File: src/bpa_pkg.sv
// ----------------------------------------------------------------------------
// bpa_pkg
// Shared types and constants for the buddy page allocator: field widths,
// status codes, controller states and the controller/datapath interface.
// ----------------------------------------------------------------------------
package bpa_pkg;

    localparam int ORD_W     = 4;   // request order field
    localparam int PAGE_IN_W = 16;  // page fields on the ports
    localparam int CNT_W     = 17;  // free page counter
    localparam int B_W       = 5;   // working order, may step one past the top
    localparam int POOL_W    = 5;   // pool_order register

    localparam logic [POOL_W-1:0] POOL_ORDER_RST = 5'd11;
    localparam logic [CNT_W-1:0]  CNT_MAX        = '1;

    typedef enum logic [1:0] {
        ST_OK       = 2'd0,
        ST_INVALID  = 2'd1,
        ST_NO_MEM   = 2'd2,
        ST_OVERFLOW = 2'd3
    } status_t;

    typedef enum logic [0:0] {
        REQ_ALLOC = 1'b0,
        REQ_FREE  = 1'b1
    } req_t;

    typedef enum logic [3:0] {
        S_INIT, S_FILL, S_IDLE, S_DISPATCH,
        S_A_SCAN, S_A_LATCH, S_A_SPLIT,
        S_F_RD, S_F_CMP, S_F_CRD, S_F_CWR,
        S_DONE
    } bpa_state_t;

    typedef enum logic [4:0] {
        OP_NONE, OP_INIT, OP_FILL, OP_ACCEPT,
        OP_SET_INVALID, OP_SET_NOMEM,
        OP_SCAN_NEXT, OP_POP, OP_LATCH, OP_SPLIT, OP_ALLOC_FIN,
        OP_RD_IDX, OP_IDX_INC, OP_RD_IDX1, OP_WR_IDX, OP_MERGE, OP_PUSH_FREE,
        OP_OUT_LOAD
    } dp_op_t;

    typedef struct packed {
        dp_op_t op;
    } bpa_cmd_t;

    typedef struct packed {
        logic ord_bad;    // requested order above the top order
        logic is_free;    // current request is a free
        logic cnt_zero;   // list at working order is empty (or order past top)
        logic b_gt_max;   // working order past the top order
        logic b_gt_ord;   // working order above requested order
        logic b_lt_max;   // working order can still merge
        logic idx_end;    // scan index reached list count
        logic hit;        // read entry equals the buddy
        logic comp_last;  // compaction reached last entry
        logic fill_last;  // last initial chunk being written
    } bpa_stat_t;

endpackage

File: src/bpa_ctrl.sv
// ----------------------------------------------------------------------------
// bpa_ctrl
// Controller for the buddy page allocator: sequences pool fill, the alloc
// scan/pop/split walk and the free buddy search/compaction/merge walk, and
// owns the input and result handshakes.
// ----------------------------------------------------------------------------
module bpa_ctrl import bpa_pkg::*; (
    input  logic      aclk,
    input  logic      aresetn,
    input  logic      cfg_wr_en,
    input  logic      s_valid,
    output logic      s_ready,
    output logic      m_valid,
    input  logic      m_ready,
    output bpa_cmd_t  cmd,
    input  bpa_stat_t stat
);

    bpa_state_t state_reg, state_next;
    logic       m_valid_reg, m_valid_next;

    // state and result-valid registers
    always_ff @(posedge aclk) begin
        if (!aresetn) begin
            state_reg   <= S_INIT;
            m_valid_reg <= 1'b0;
        end else begin
            state_reg   <= state_next;
            m_valid_reg <= m_valid_next;
        end
    end

    // next state and datapath commands
    always_comb begin
        state_next = state_reg;
        cmd.op     = OP_NONE;
        unique case (state_reg)
            S_INIT: begin
                cmd.op     = OP_INIT;
                state_next = S_FILL;
            end
            S_FILL: begin
                cmd.op = OP_FILL;
                if (stat.fill_last) begin
                    state_next = S_IDLE;
                end
            end
            S_IDLE: begin
                if (s_valid && !cfg_wr_en) begin
                    cmd.op     = OP_ACCEPT;
                    state_next = S_DISPATCH;
                end
            end
            S_DISPATCH: begin
                if (stat.ord_bad) begin
                    cmd.op     = OP_SET_INVALID;
                    state_next = S_DONE;
                end else if (stat.is_free) begin
                    state_next = S_F_RD;
                end else begin
                    state_next = S_A_SCAN;
                end
            end
            S_A_SCAN: begin
                if (stat.b_gt_max) begin
                    cmd.op     = OP_SET_NOMEM;
                    state_next = S_DONE;
                end else if (stat.cnt_zero) begin
                    cmd.op = OP_SCAN_NEXT;
                end else begin
                    cmd.op     = OP_POP;
                    state_next = S_A_LATCH;
                end
            end
            S_A_LATCH: begin
                cmd.op     = OP_LATCH;
                state_next = S_A_SPLIT;
            end
            S_A_SPLIT: begin
                if (stat.b_gt_ord) begin
                    cmd.op = OP_SPLIT;
                end else begin
                    cmd.op     = OP_ALLOC_FIN;
                    state_next = S_DONE;
                end
            end
            S_F_RD: begin
                if (!stat.b_lt_max || stat.idx_end) begin
                    cmd.op     = OP_PUSH_FREE;
                    state_next = S_DONE;
                end else begin
                    cmd.op     = OP_RD_IDX;
                    state_next = S_F_CMP;
                end
            end
            S_F_CMP: begin
                if (stat.hit) begin
                    state_next = S_F_CRD;
                end else begin
                    cmd.op     = OP_IDX_INC;
                    state_next = S_F_RD;
                end
            end
            S_F_CRD: begin
                if (stat.comp_last) begin
                    cmd.op     = OP_MERGE;
                    state_next = S_F_RD;
                end else begin
                    cmd.op     = OP_RD_IDX1;
                    state_next = S_F_CWR;
                end
            end
            S_F_CWR: begin
                cmd.op     = OP_WR_IDX;
                state_next = S_F_CRD;
            end
            S_DONE: begin
                if (!m_valid_reg || m_ready) begin
                    cmd.op     = OP_OUT_LOAD;
                    state_next = S_IDLE;
                end
            end
            default: state_next = S_INIT;
        endcase
        // a register write re-initializes the pool
        if (cfg_wr_en) begin
            state_next = S_INIT;
        end
    end

    // result beat held until taken
    always_comb begin
        if (cmd.op == OP_OUT_LOAD) begin
            m_valid_next = 1'b1;
        end else if (m_ready) begin
            m_valid_next = 1'b0;
        end else begin
            m_valid_next = m_valid_reg;
        end
    end

    assign s_ready = (state_reg == S_IDLE) && !cfg_wr_en;
    assign m_valid = m_valid_reg;

endmodule

File: config.mk
export PLATFORM = sky130hd
export DESIGN_NAME = bpa_ctrl
export DESIGN_NICKNAME = d
export VERILOG_FILES = /design/src/bpa_pkg.sv /design/src/bpa_ctrl.sv
export SDC_FILE = /design/constraint.sdc
export NUM_CORES = 1
export LEC_CHECK = 0
export BUFFER_PORTS_ARGS = -buffer_cell sky130_fd_sc_hd__buf_2
export CORE_MARGIN = 1.5
export CORE_UTILIZATION = 40
export DETAILED_ROUTE_END_ITERATION = 10
export PLACE_DENSITY = 0.66
export RECOVER_POWER = 25
export SYNTH_ARGS = -nofsm -noshare
export SYNTH_HDL_FRONTEND = slang
export SYNTH_SLANG_ARGS = --single-unit
File: constraint.sdc
create_clock -name aclk -period 2.3 [get_ports aclk]
set_input_delay 0.46 -clock aclk [delete_from_list [all_inputs] [get_ports aclk]]
set_output_delay 0.46 -clock aclk [all_outputs]
set_load 0.01 [all_outputs]
Yosys cells after proc, flatten, opt, wreduce, memory -nomap -nowiden

Index checks and enable logic that the tools add are counted.

Equality and inequality tests: 17
Reduce and logical (&&, ||, !) cells: 11
Bitwise operators: 1
Muxes and demuxes: 24

Operators by type and width:

| cell                                                                   | number |
|---|---|
| 5-bit one-hot mux with 12 select lines                                 | 1 |
| 4-bit one-hot mux with 12 select lines                                 | 1 |
| 4-bit two-way mux                                                      | 10 |
| 4-bit by 3-bit equality test with 1-bit output (second input constant) | 4 |
| 4-bit equality test (second input constant)                            | 4 |
| 2-bit two-way mux                                                      | 6 |
| 5-bit two-way mux                                                      | 2 |
| 4-bit by 2-bit equality test with 1-bit output (second input constant) | 2 |
| 2-bit inequality test (second input constant)                          | 4 |
| 5-bit equality test (second input constant)                            | 1 |
| 5-bit AND reduction                                                    | 1 |
| 4-bit by 1-bit equality test with 1-bit output (second input constant) | 1 |
| 4-bit logical NOT                                                      | 1 |
| 1-bit logical NOT                                                      | 3 |
| 1-bit two-way mux                                                      | 3 |
| 3-bit two-way mux                                                      | 1 |
| 3-bit inequality test (second input constant)                          | 1 |
| 1-bit logical AND                                                      | 2 |
| 1-bit logical OR                                                       | 2 |
| 2-bit nonzero test                                                     | 1 |
| 2-bit OR reduction                                                     | 1 |
| 1-bit inverter                                                         | 1 |

Flip-flop bits (word level): 5
Output and inout port bits: 7
Bits of input ports: 15
Word-level logic and storage cells: 55

Depth between registers and ports, before layout

Gate-level depths: netlist of run 1.

Word-level depth: 6
Gate-level depth with buffers: 6
Depth with buffers taken out: 4

Least setup slack after synthesis of run 1

Ideal clock, no wire load.

Path type: register to output
From: register state_reg[0]
To: output port cmd[2] (netlist bit)
Setup slack: 0.538 ns
Buffers on the path: 2
Arrival: 1.302 ns
Cell stages (with the launch flop): 7
Data required time: 1.840 ns
Path through: dfxtp_1 -> buf_4 -> buf_2 -> nand2_1 -> mux2i_1 -> a22oi_1 -> o21ai_0

RTL lines:

| element                  | line           | RTL |
|---|---|---|
| start: declaration       | bpa_ctrl.sv:19 | `bpa_state_t state_reg, state_next;` |
| start signal: assignment | bpa_ctrl.sv:28 | `state_reg <= state_next;` |
| end: declaration         | bpa_ctrl.sv:15 | `output bpa_cmd_t cmd,` |

==> results of run 1 <==
-- routing by layer --
layer  vias up  wire length (um)  track usage
met5         -                 0            0
met4         0                23       0.0529
met3         2               105       0.0120
met2        39               857        0.309
met1       376               901        0.271
li1        405                 -            -
-- stage by stage --
stage	std cells	utilization	hold WS [ns]
6_report	144	0.516	0.480
5_1_grt	144	0.516	0.485
4_1_cts	144	0.515	0.477
3_5_place_dp	140	0.500	0.599
3_3_place_gp	140	0.500	0.594
2_1_floorplan	95	-	0.584
-- worst register-to-register path: stages, from the launching register on --
cell,delay [ns]
dfxtp_1,0.39
buf_4,0.21
nand2b_1,0.22
o311a_1,0.39
o311ai_1,0.29
a21oi_1,0.11
-- timing repair --
| action | 4_1_cts | 5_1_grt |
|---|---|---|
| gates resized for setup | 0 | 2 |
| setup endpoints to repair | 0 | 3 |
| hold endpoints to repair | 0 | 0 |
| buffers inserted | 0 | 0 |
-- power breakdown --
| group | internal (uW) | switching [uW] |
|---|---|---|
| clock network | 65.6 | 36.6 |
| registers | 90.6 | 12.0 |
| logic | 53.5 | 51.6 |
-- path summary, 6_finish.rpt --
path	startpoint	to	slack, ns	cells past startpoint
max	state_reg[2]	cmd[0]	0.10	5
max reg2reg	state_reg[2]	state_reg[1]	0.58	5
min	aresetn	m_valid	0.48	2
min reg2reg	m_valid	m_valid	0.60	2
-- cell families (layout without fill, tap and decap cells) --
family / after synthesis / in the layout / share of synthesized area
flops: 5 / 5 / 0.140
compound gates: 34 / 34 / 0.364
buf+inv: 11 / 35 / 0.0806
xor+xnor: 1 / 1 / 0.0123
mux: 2 / 2 / 0.0298
simple gates: 42 / 42 / 0.373
-- area by class of cell --
cell class / count / share of cell area
Tap cell: 25 / 0.0355
Timing Repair Buffer: 27 / 0.169
Multi-Input combinational cell: 79 / 0.632
Sequential cell: 5 / 0.116
Clock buffer: 4 / 0.0298
Inverter: 4 / 0.0170
-- synth_stat cells (3+ instances only) --
cell / n
nor2_1: 6
nand2b_1: 11
dfxtp_1: 5
nand4b_1: 3
nand2_1: 5
a21oi_1: 6
o21ai_0: 6
inv_1: 4
nor2b_1: 4
buf_2: 4
or3_1: 3
-- layout by cell type, fill, tap and decap left out, types with 2 or more instances in the layout --
master and instances:
nand2_1 5, clkbuf_1 2, nand4b_1 3, a2bb2oi_1 2
dfxtp_2 2, clkbuf_4 3, buf_4 6, nand2b_1 11
o221ai_1 2, nand3b_1 2, nor4_1 2, nor3b_1 2
nor2_1 6, nor2b_1 4, buf_2 20, a21oi_1 6
inv_1 4, o21ai_0 6, or3_1 3, a31oi_1 2
dfxtp_1 3, o311a_1 2
==> flow_summary.yaml, run 1 <==
status:
  status: "finished clean"
final_layout:
  n_antenna_cell: 0
  seqCellArea_um2: 103
  synthToLayoutAreaGrowth_pct: 23.3
  fillers: 182
  drive_above_1_share: 0.311
  largest_register_ffs: 4
  nets: 135
  postLayoutCellArea_um2: 881
  multi_input_area_um2: 557
critical_path:
  arrival_ns: 1.74
  critPathMostFrequentCell: "nand2b_1"
  critPathKind: "reg2out"
  crit_family: "flip-flops"
  path_cells: "nand2b_1 -> nand2b_1 -> o21ai_0 -> a311o_1 -> buf_2"
  slowest_stage: "dfxtp_1"
  crit_buf_inv: 1
  crit_required_ns: 1.84
  end_kind: "output pin"
  path_max_fanout: 9
  slowest_delay_ns: 0.49
  critPathLaunchType: "flip-flop"
yosys:
  synth_cells: 95
  ys_seq_area_frac: 0.140
  ys_ff_latch: 5
  yosys_warnings: 0
  syn_avg_cell_area_um2: 7.52
  yosysTopAreaCellShare: 0.140
  synth_edf_count: 0
  synth_top_area_cell: "dfxtp_1"
  synth_ff_type: "dfxtp_1"
  ys_types: 42
  synth_area_um2: 714
  async_reset_ff_frac: 0
  synth_area_leaders: "dfxtp_1, nand2b_1, a21oi_1"
  synth_nets: 110
routing:
  viasPerCell: 5.71
  vias: 822
  drt_first_pass_iters: 4
  drt-total-wl_um: 1890
  drcViolationCount: 0
  ant_nets: 0
  wl_per_cell_um: 13.1
  drt_iter0_markers: 18
sta:
  drv_slew: 0
  setup_violations: 0
  max_freq_mhz: 455
  tns_ns: 0
  hold_violations: 0
  worst_slack_ns: 0.103
  rsz0062_at_grt: "false"
  relSlewSlack: 0.752
  tightest_slew_ns: 0.369
  post-route-period-util: 0.955
  finalClockSkew_ns: 0.00339
  post-route-min-period_ns: 2.20
placed_design:
  place.gp.congestion: 0.855
  postPlaceCellArea_um2: 853
  hpwl_um: 1450
  dp_slack_ns: 0.334
  port_buffers: 21
grt:
  gr-total-overflow: 0
  grt_pass1_wl_um: 2950
  grt_max_degree: 21
  grt.total_usage: 0.191
  grt_pass1_vias: 683
  antenna_found_initial: 0
die:
  die_w_um: 45.3
  pin_count: 22
  rows: 15
  start_util: 0.418
  core-area_um2: 1710
  die_area_um2: 2050
  fp.dieH_um: 45.3
clock_tree:
  numCtsBuffers: 3
  path_clk_slew_ns: 0.04
  htreeDepth: 1
  root_buffer: "clkbuf_4"
  clock-sinks: 5
  clk_path_buf_depth: 2
  cts_tree: "yes"
  hold_buffers: 0
  clock_latency_ns: 0.24
flow_run:
  maxCapViolCount: 0
power:
  p_leak_uw: 0.000351
  powerDensity_nw_per_um2: 352
  vdd_drop_max_v: 0.000142
  fin_total_pwr_uw: 310
hold_path:
  hp-class: "in2reg"
(Power assumes the default switching activity.)
==> run 2, diff against run 1 <==
--- a/config.mk
+++ b/config.mk
@@ -10,7 +10,6 @@
 export CORE_UTILIZATION = 40
 export DETAILED_ROUTE_END_ITERATION = 10
 export PLACE_DENSITY = 0.66
-export RECOVER_POWER = 25
 export SYNTH_ARGS = -nofsm -noshare
 export SYNTH_HDL_FRONTEND = slang
 export SYNTH_SLANG_ARGS = --single-unit
==> run 2 against run 1 <==
Net effect:
- cell count stayed put
- sequential power hardly changed
- setup slack hardly changed
- clock power hardly changed
- wire length is 0.11% lower
- largest cell class unchanged
- largest power group unchanged
==> flow_summary.yaml, run 2 (synthesis gave the netlist of run 1 again) <==
sta:
  setup_violations: 0
  tns_ns: 0
  rsz0062_at_grt: "false"
  finalClockSkew_ns: 0.00339
  tightest_slew_ns: 0.369
  post-route-min-period_ns: 2.20
  hold_violations: 0
  post-route-period-util: 0.955
  whs_ns: 0.480
  relSlewSlack: 0.752
  drv_slew: 0
  max_freq_mhz: 455
grt:
  gr-total-overflow: 0
  grt_pass1_vias: 683
  grt.total_usage: 0.191
  grt_pass1_wl_um: 2950
  grt_max_degree: 21
  antenna_found_initial: 0
routing:
  ant_nets: 0
  viasPerCell: 5.71
  drt-total-wl_um: 1890
  vias: 822
  routed.top_layer: "met4"
  drt_iter0_markers: 18
  wl_per_cell_um: 13.1
  drcViolationCount: 0
  dr_wl_met2_um: 858
  wl_met3_um: 105
  drt-met1-wl_um: 899
  drt_first_pass_iters: 4
clock_tree:
  clock-sinks: 5
  numCtsBuffers: 3
  root_buffer: "clkbuf_4"
  path_clk_slew_ns: 0.04
  hold_buffers: 0
  htreeDepth: 1
  cts_tree: "yes"
  clk_path_buf_depth: 2
  clock_latency_ns: 0.24
critical_path:
  slowest_delay_ns: 0.49
  crit_family: "flip-flops"
  crit_buf_inv: 1
  r2r-start: "state_reg[2]"
  critPathKind: "reg2out"
  endpoint: "cmd[0]"
  end_kind: "output pin"
  path_max_fanout: 9
  critPathLaunchType: "flip-flop"
  r2r_slack_ns: 0.58
  path_cells: "nand2b_1 -> nand2b_1 -> o21ai_0 -> a311o_1 -> buf_2"
  worst_r2r_path_depth: 5
  slowest_stage: "dfxtp_1"
  cp_num_cells: 5
  arrival_ns: 1.74
  r2r_end: "state_reg[1]"
  crit_start: "state_reg[2]"
  critPathMostFrequentCell: "nand2b_1"
  crit_required_ns: 1.84
die:
  die_area_um2: 2050
  fp.dieH_um: 45.3
  rows: 15
  pin_count: 22
  die_w_um: 45.3
  core-area_um2: 1710
  start_util: 0.418
final_layout:
  largest_register_ffs: 4
  seqCellArea_um2: 103
  layout_common_cells: "buf_2, nand2b_1"
  synthToLayoutAreaGrowth_pct: 23.5
  fillers: 181
  drive_above_1_share: 0.319
  multi_input_area_um2: 557
  layout_commonest_cell: "buf_2"
  n_antenna_cell: 0
  nets: 135
power:
  vdd_drop_max_v: 0.000142
  netSwitchingFraction: 0.323
  sequentialPowerShare: 0.331
  combPwrFrac: 0.339
  p_int_uw: 210
  clkPwrFrac: 0.330
  power_switching_uw: 100
  p_leak_uw: 0.000356
  powerDensity_nw_per_um2: 351
flow_run:
  maxCapViolCount: 0
status:
  status: "finished clean"
placed_design:
  port_buffers: 21
  place.gp.congestion: 0.855
  hpwl_um: 1450
hold_path:
  hp-class: "in2reg"
  holdPathStages: 2
[run 2: how the worst min path moves through the flow]
stage / slack (ns) / start / end
2_1_floorplan: 0.58 / m_valid / m_valid
3_3_place_gp: 0.59 / m_valid / m_valid
3_5_place_dp: 0.60 / m_valid / m_valid
4_1_cts: 0.48 / aresetn / m_valid
5_1_grt: 0.49 / aresetn / m_valid
6_report: 0.48 / aresetn / m_valid
[run 2: layer usage]
layer / vias to the layer above / GRT usage
li1: 405 / -
met1: 376 / 0.271
met2: 39 / 0.309
met3: 2 / 0.0120
met4: 0 / 0.0529
met5: - / 0
[run 2: worst register-to-register path: cells and delay by family (launching register included)]
kind / cells / cell delay [ns]
flip-flops: 1 / 0.39
AO/OA/AOI/OAI: 3 / 0.79
AND/OR/NAND/NOR: 1 / 0.22
buffers and inverters: 1 / 0.21
[run 2: what timing repair did]
item / 4_1_cts / 5_1_grt
setup endpoints to repair: 0 / 3
buffers inserted: 0 / 0
resized for setup: 0 / 2
[run 2: final cells by class]
cell class | count | area share
Multi-Input combinational cell | 79 | 0.631
Timing Repair Buffer | 27 | 0.170
Sequential cell | 5 | 0.116
Tap cell | 25 | 0.0355
Clock buffer | 4 | 0.0298
Inverter | 4 | 0.0170
[run 2: through the flow]
step                power (uW)  instance area, um^2  cells   util  setup WS [ns]
floorplan                  173                  714     95      -          0.538
finish                     310                  882    144  0.516          0.103
CTS                        311                  880    144  0.515         0.0614
global placement           206                  853    140  0.500          0.350
global route               325                  882    144  0.516         0.0300
detailed placement         207                  853    140  0.500          0.334
[run 2: power groups by stage]
stage	logic (uW)	clock network (uW)	registers (uW)
floorplan	78.1	0	94.7
global placement	103	0	103
detailed placement	104	0	103
CTS	105	104	102
global route	114	108	103
finish	105	102	103
